$ cat config.mk
export PLATFORM = sky130hd
export DESIGN_NAME = brm_ram
export DESIGN_NICKNAME = d
export VERILOG_FILES = /design/src/rtl/brm_ram.sv
export SDC_FILE = /design/constraint.sdc
export NUM_CORES = 2
export LEC_CHECK = 0
export BUFFER_PORTS_ARGS = -buffer_cell sky130_fd_sc_hd__buf_2
export CORE_UTILIZATION = 45
export CTS_CLUSTER_SIZE = 20
export DETAILED_ROUTE_END_ITERATION = 8
export GPL_ROUTABILITY_DRIVEN = 0
export PLACE_DENSITY = 0.57
export REMOVE_ABC_BUFFERS = 1
export SLEW_MARGIN = 20
export SYNTH_ARGS = -nofsm -noshare
export SYNTH_HDL_FRONTEND = slang
export SYNTH_SLANG_ARGS = --single-unit
$ cat constraint.sdc
create_clock -name clk_i -period 8.6 [get_ports clk_i]
set_clock_uncertainty 0.05 [all_clocks]
set_input_delay 0.86 -clock clk_i [delete_from_list [all_inputs] [get_ports clk_i]]
set_output_delay 0.86 -clock clk_i [all_outputs]
set_load 0.01 [all_outputs]
$ cat src/rtl/brm_ram.sv
// Generic single-port-write, single-port-read RAM with registered read.
// No dependencies.
module brm_ram #(
  parameter int unsigned Width = 32,
  parameter int unsigned Depth = 64
) (
  input  logic                     clk_i,
  input  logic                     we_i,
  input  logic [$clog2(Depth)-1:0] waddr_i,
  input  logic [Width-1:0]         wdata_i,
  input  logic [$clog2(Depth)-1:0] raddr_i,
  output logic [Width-1:0]         rdata_o
);

  logic [Width-1:0] mem_q [Depth];

  always_ff @(posedge clk_i) begin
    if (we_i) begin
      mem_q[waddr_i] <= wdata_i;
    end
    rdata_o <= mem_q[raddr_i];
  end

endmodule

-- Word level (Yosys, flattened, before mapping)
Memories as Yosys holds them, arrays and structs flattened. A register that Yosys moved wholly into a read port is not among the register bits.
Index checks and enable logic that the tools add are counted.
- add/subtract/negate cells: 0
- multiply operators: 0
- divide/modulo/power cells: 0
- magnitude comparators: 0
- eq/ne operators: 0
- shift operators: 0
- muxes and demuxes: 2
- bitwise logic cells: 0
- reduce and logical (&&, ||, !) cells: 0
- operator list (kind ; count):
    1-bit 2-to-1 mux ; 2
- register bits after elaboration: 0
- latch bits: 0
- RAM bits: 2048
- ROM bits: 0
- bits of input ports: 46
- output and inout port bits: 32
- memories kept: 1
- memory list (memory ; words ; width ; rd ports ; clocked after memory_dff ; write ports ; line ; text):
    mem_q ; 64 ; 32 ; 1 ; 1 ; 1 ; 15 ; logic [Width-1:0] mem_q [Depth];

-- Longest topological paths before layout
- depth in word-level cells: 2
- gate-level depth with buffers: 10

-- Worst setup path after synthesis
No wires, ideal clock.
- path type: input-to-reg
- from: input waddr_i[3]
- to: memory mem_q[48][0], enable pin
- setup time: 0.461 ns
- arrival: 3.559 ns
- data required time: 8.089 ns
- slack: 4.530 ns
- stages: 4
- buffers on the path: 1
- cell sequence: clkbuf_1 > nor2b_1 > nand4b_1 > nor3_1
- RTL lines (item ; line ; text):
    from (decl) ; 9 ; input logic [$clog2(Depth)-1:0] waddr_i,
    to (decl) ; 15 ;
No word-level cell before the write port.

==> summary.md <==
| Metric | Value |
|---|---|
| Internal power summed over all cells | `16.4 mW` |
| Total gr overflow | `0` |
| Final cell utilization of the core | `51.5%` |
| Launch instance of the worst min-delay path | `wdata_i[15]` |
| Crit-path slowest cell | `nor2b_2` |
| Setup Viol. Count Final | `0` |
| Global-route usage over all layers | `24.0%` |
| Cells after synthesis | `3,324` |
| Headroom to the max-slew limit | `18.1%` |
| Cell taking the most area after synthesis | `edfxtp_1` |
| Part of the power in registers | `54.1%` |
| Mean routed wirelength per cell | `34.5 µm` |
| Final-stage net count | `3,585` |
| DRC viols | `0` |
| Via density | `6.09` |
| Worst Tran Pin Value | `1.22 ns` |
| Share of cells above drive strength 1 | `29.1%` |
| Initial core utilization | `45.5%` |
| Post-CTS setup-driven buffer insertion count | `0` |
| Cell area after layout | `0.0888 mm²` |
| Count of different cell masters after synthesis | `34` |
| Antenna Nets Post-Route | `0` |
| Number of buffers inserted for hold repair after clock tree synthesis | `0` |
| Vias in the first global route | `37,983` |
| Skew-Pair Late Insertion Delay | `0.83 ns` |
| Switching share of total power | `21.0%` |
| Total cell area at the placement stage | `0.0823 mm²` |
| Worst Hold Slack | `0.343 ns` |
| Pwr dens | `235 mW/mm²` |
| Depth of the most critical reg-to-reg path | `5` |
| Deepest level of the CTS H-tree | `4` |
| Launching element type of the critical path | `input pin` |
| Kind of cell adding the most delay to the critical path | `simple AND/OR/NAND/NOR gates` |
| Max cap viols | `0` |
| Standard cell core area | `0.172 mm²` |
| Initial antenna violation count | `19` |
| Number of endpoints with negative hold slack in the final report | `0` |
| Worst vdd ir | `0.209 mV` |
| Worst Setup Path Type | `input pin to flop` |
| Library cell used as clock root buffer | `clkbuf_16` |
| Cells resized by post-CTS repair | `0` |
| Synthesis warning total | `0` |
| Maximum net fanout on the critical path | `48` |
| Top achievable clock speed | `0.238 GHz` |
| Number of DRC markers after the initial detailed-route iteration | `4,262` |
| Wire length of the first global-routing pass | `289,000 µm` |
| Async SR Flop Fraction | `0%` |
| Result of the run | `finished clean` |
| Critical path capture point type | `flop` |
| Area occupied by multi-input gates | `0.0160 mm²` |
| Placed Cells incl. Taps | `5,644` |
| # fillers | `13,356` |
| Data arrival at the endpoint of the critical path | `4.79 ns` |
| TritonCTS Buffers | `203` |
| Min setup slack post-route | `4.40 ns` |
| Cell Area, Synth | `0.0785 mm²` |
| Top flip-flop cell by instance count after synthesis | `edfxtp_1` |
| HPWL after detailed placement | `106,000 µm` |
| Share of power burned in combinational logic | `4.9%` |
| Yosys top cell area share | `78.3%` |
| Worst slack at placement | `3.42 ns` |
| Cell row count | `152` |
| Total number of vias | `36,712` |
| Period Utilization, post-route | `48.8%` |
| Dominant cell by count in the synthesized netlist | `edfxtp_1` |
| Clock network fraction of total power | `41.0%` |
| EDFF count, synth | `2,048` |
| TritonCTS clock tree | `yes` |
| Critical path required time | `9.19 ns` |
| Die boundary width | `420 µm` |
| Post-CTS clock slew at the launch and capture registers of the worst setup and hold paths | `0.06 ns` |
| Clock net sink count | `2,080` |
| Critical register-to-register path endpoint | `rdata_o[10]` |
| Biggest cell delay along the critical path | `1.08 ns` |
| Area Growth Syn to Fin | `13.0%` |
| Iteration count of the initial detailed-routing pass | `5` |
| IO Port Bufs | `77` |
| Overall die height | `420 µm` |
| Max-slew violation total from the final report | `0` |
| Die Area | `0.176 mm²` |
| Buf/Inv on CP | `2` |
| Average instance area after synthesis | `23.6 µm²` |
| Hold Crit Depth | `1` |
| Critical path cell sequence | `buf_8 > buf_4 > nor2b_2 > a22oi_1 > and3_1 > o32ai_1 > nor3_1` |
| Post-route total power | `20.8 mW` |
| Flip-flop and latch area | `0.0621 mm²` |
| Max Buffers Root-to-Sink | `3` |
| Switching Power | `4.38 mW` |
| Standby leakage power | `27.4 nW` |
| Most instantiated cells after synthesis | `edfxtp_1 (2,048), mux4_2 (544), nor2_1 (137), mux2i_1 (93), o22ai_1 (84)` |
| Hold worst-path end | `mem_q[8][15]` |
| Sequential fraction of the synthesis area | `79.1%` |
| Number of top-level pins | `78` |
| Count of state elements after synthesis | `2,080` |
| Cells taking the most area after synthesis | `edfxtp_1 (78%), mux4_2 (16%), mux2i_1 (1.2%), dfxtp_1 (0.82%), o22ai_1 (0.67%)` |
| Clock period minus final worst setup slack | `4.20 ns` |
| Final routed wirelength across all metal layers | `208,000 µm` |
| Maximum number of pins on one net before global-route repair | `113` |
| Reg2Reg Setup Slack | `6.00 ns` |
| Path type of the worst min-delay path | `input pin to flop` |
| Fin Setup TNS | `0 ns` |
| Reg-to-reg critical path startpoint | `mem_q[58][10]` |
| Filler-free cell count of the finished design | `6,030` |
| RSZ-0062 raised after global routing | `false` |
## worst max-delay path by stage
stage	cells past startpoint	endpoint	start
after global placement	7	rdata_o[22]	raddr_i[0]
after floorplan	3	mem_q[48][0]	we_i
final	7	rdata_o[8]	raddr_i[2]
after detailed placement	7	rdata_o[22]	raddr_i[0]
after global routing	7	rdata_o[22]	raddr_i[0]
after CTS	7	rdata_o[22]	raddr_i[0]
## state kept, by name, indices dropped and copies added (netlist names)
register,cells
mem_q,2048
rdata_o,32
## layout by cell type, fill, tap and decap left out, drive strengths merged
cell      count
edfxtp     2048
mux4        544
clkbuf      271
buf         192
nor2        137
mux2i        93
o22ai        84
clkinv       82
a21oi        62
dfxtp        32
o221ai       27
nand2        26
nor2b        15
bufinv       13
a22oi        12
diode        10
a311oi        8
nand2b        8
inv           7
nor3          7
nand3b        5
nand3         5
or3b          5
and3          4
a41o          4
o32ai         4
or3           3
clkinvlp      3
or2           3
and2          2
nand4         2
a31oi         1
nand4b        1
## area by class of cell
type	instances	area share, %
multi-input combinational	1062	18.0
clock buffer	271	6.19
sequential	2080	70.0
timing repair buffer	192	1.56
antenna	10	0.0282
tap	2310	3.26
clock inverter	105	0.957
## cell families after synthesis
group                  share of synthesized area (%)
AO/OA/AOI/OAI                                   1.67
AND/OR/NAND/NOR                                 1.27
flip-flops                                      79.1
buffers and inverters                           1.13
multiplexers                                    16.8
## power by group through the flow
stage          registers, mW  clock network [mW]  logic (mW)
6_report                11.3                8.53        1.02
5_1_grt                 11.3                9.03        1.08
4_1_cts                 11.3                8.67        1.03
3_5_place_dp            11.5                   0        1.03
3_3_place_gp            11.5                   0        1.01
2_1_floorplan           11.5                   0       0.416
## metal layers
metal | global-route usage, % | part of all wire, % | up-vias
met3 | 3.67 | 6.6 | 320
met1 | 33.3 | 41 | 20190
met4 | 7.52 | 3.0 | 4
met5 | 0 | 0.013 | -
met2 | 39.2 | 49 | 1474
li1 | - | - | 14724
Power figures use the tool's default switching activity.
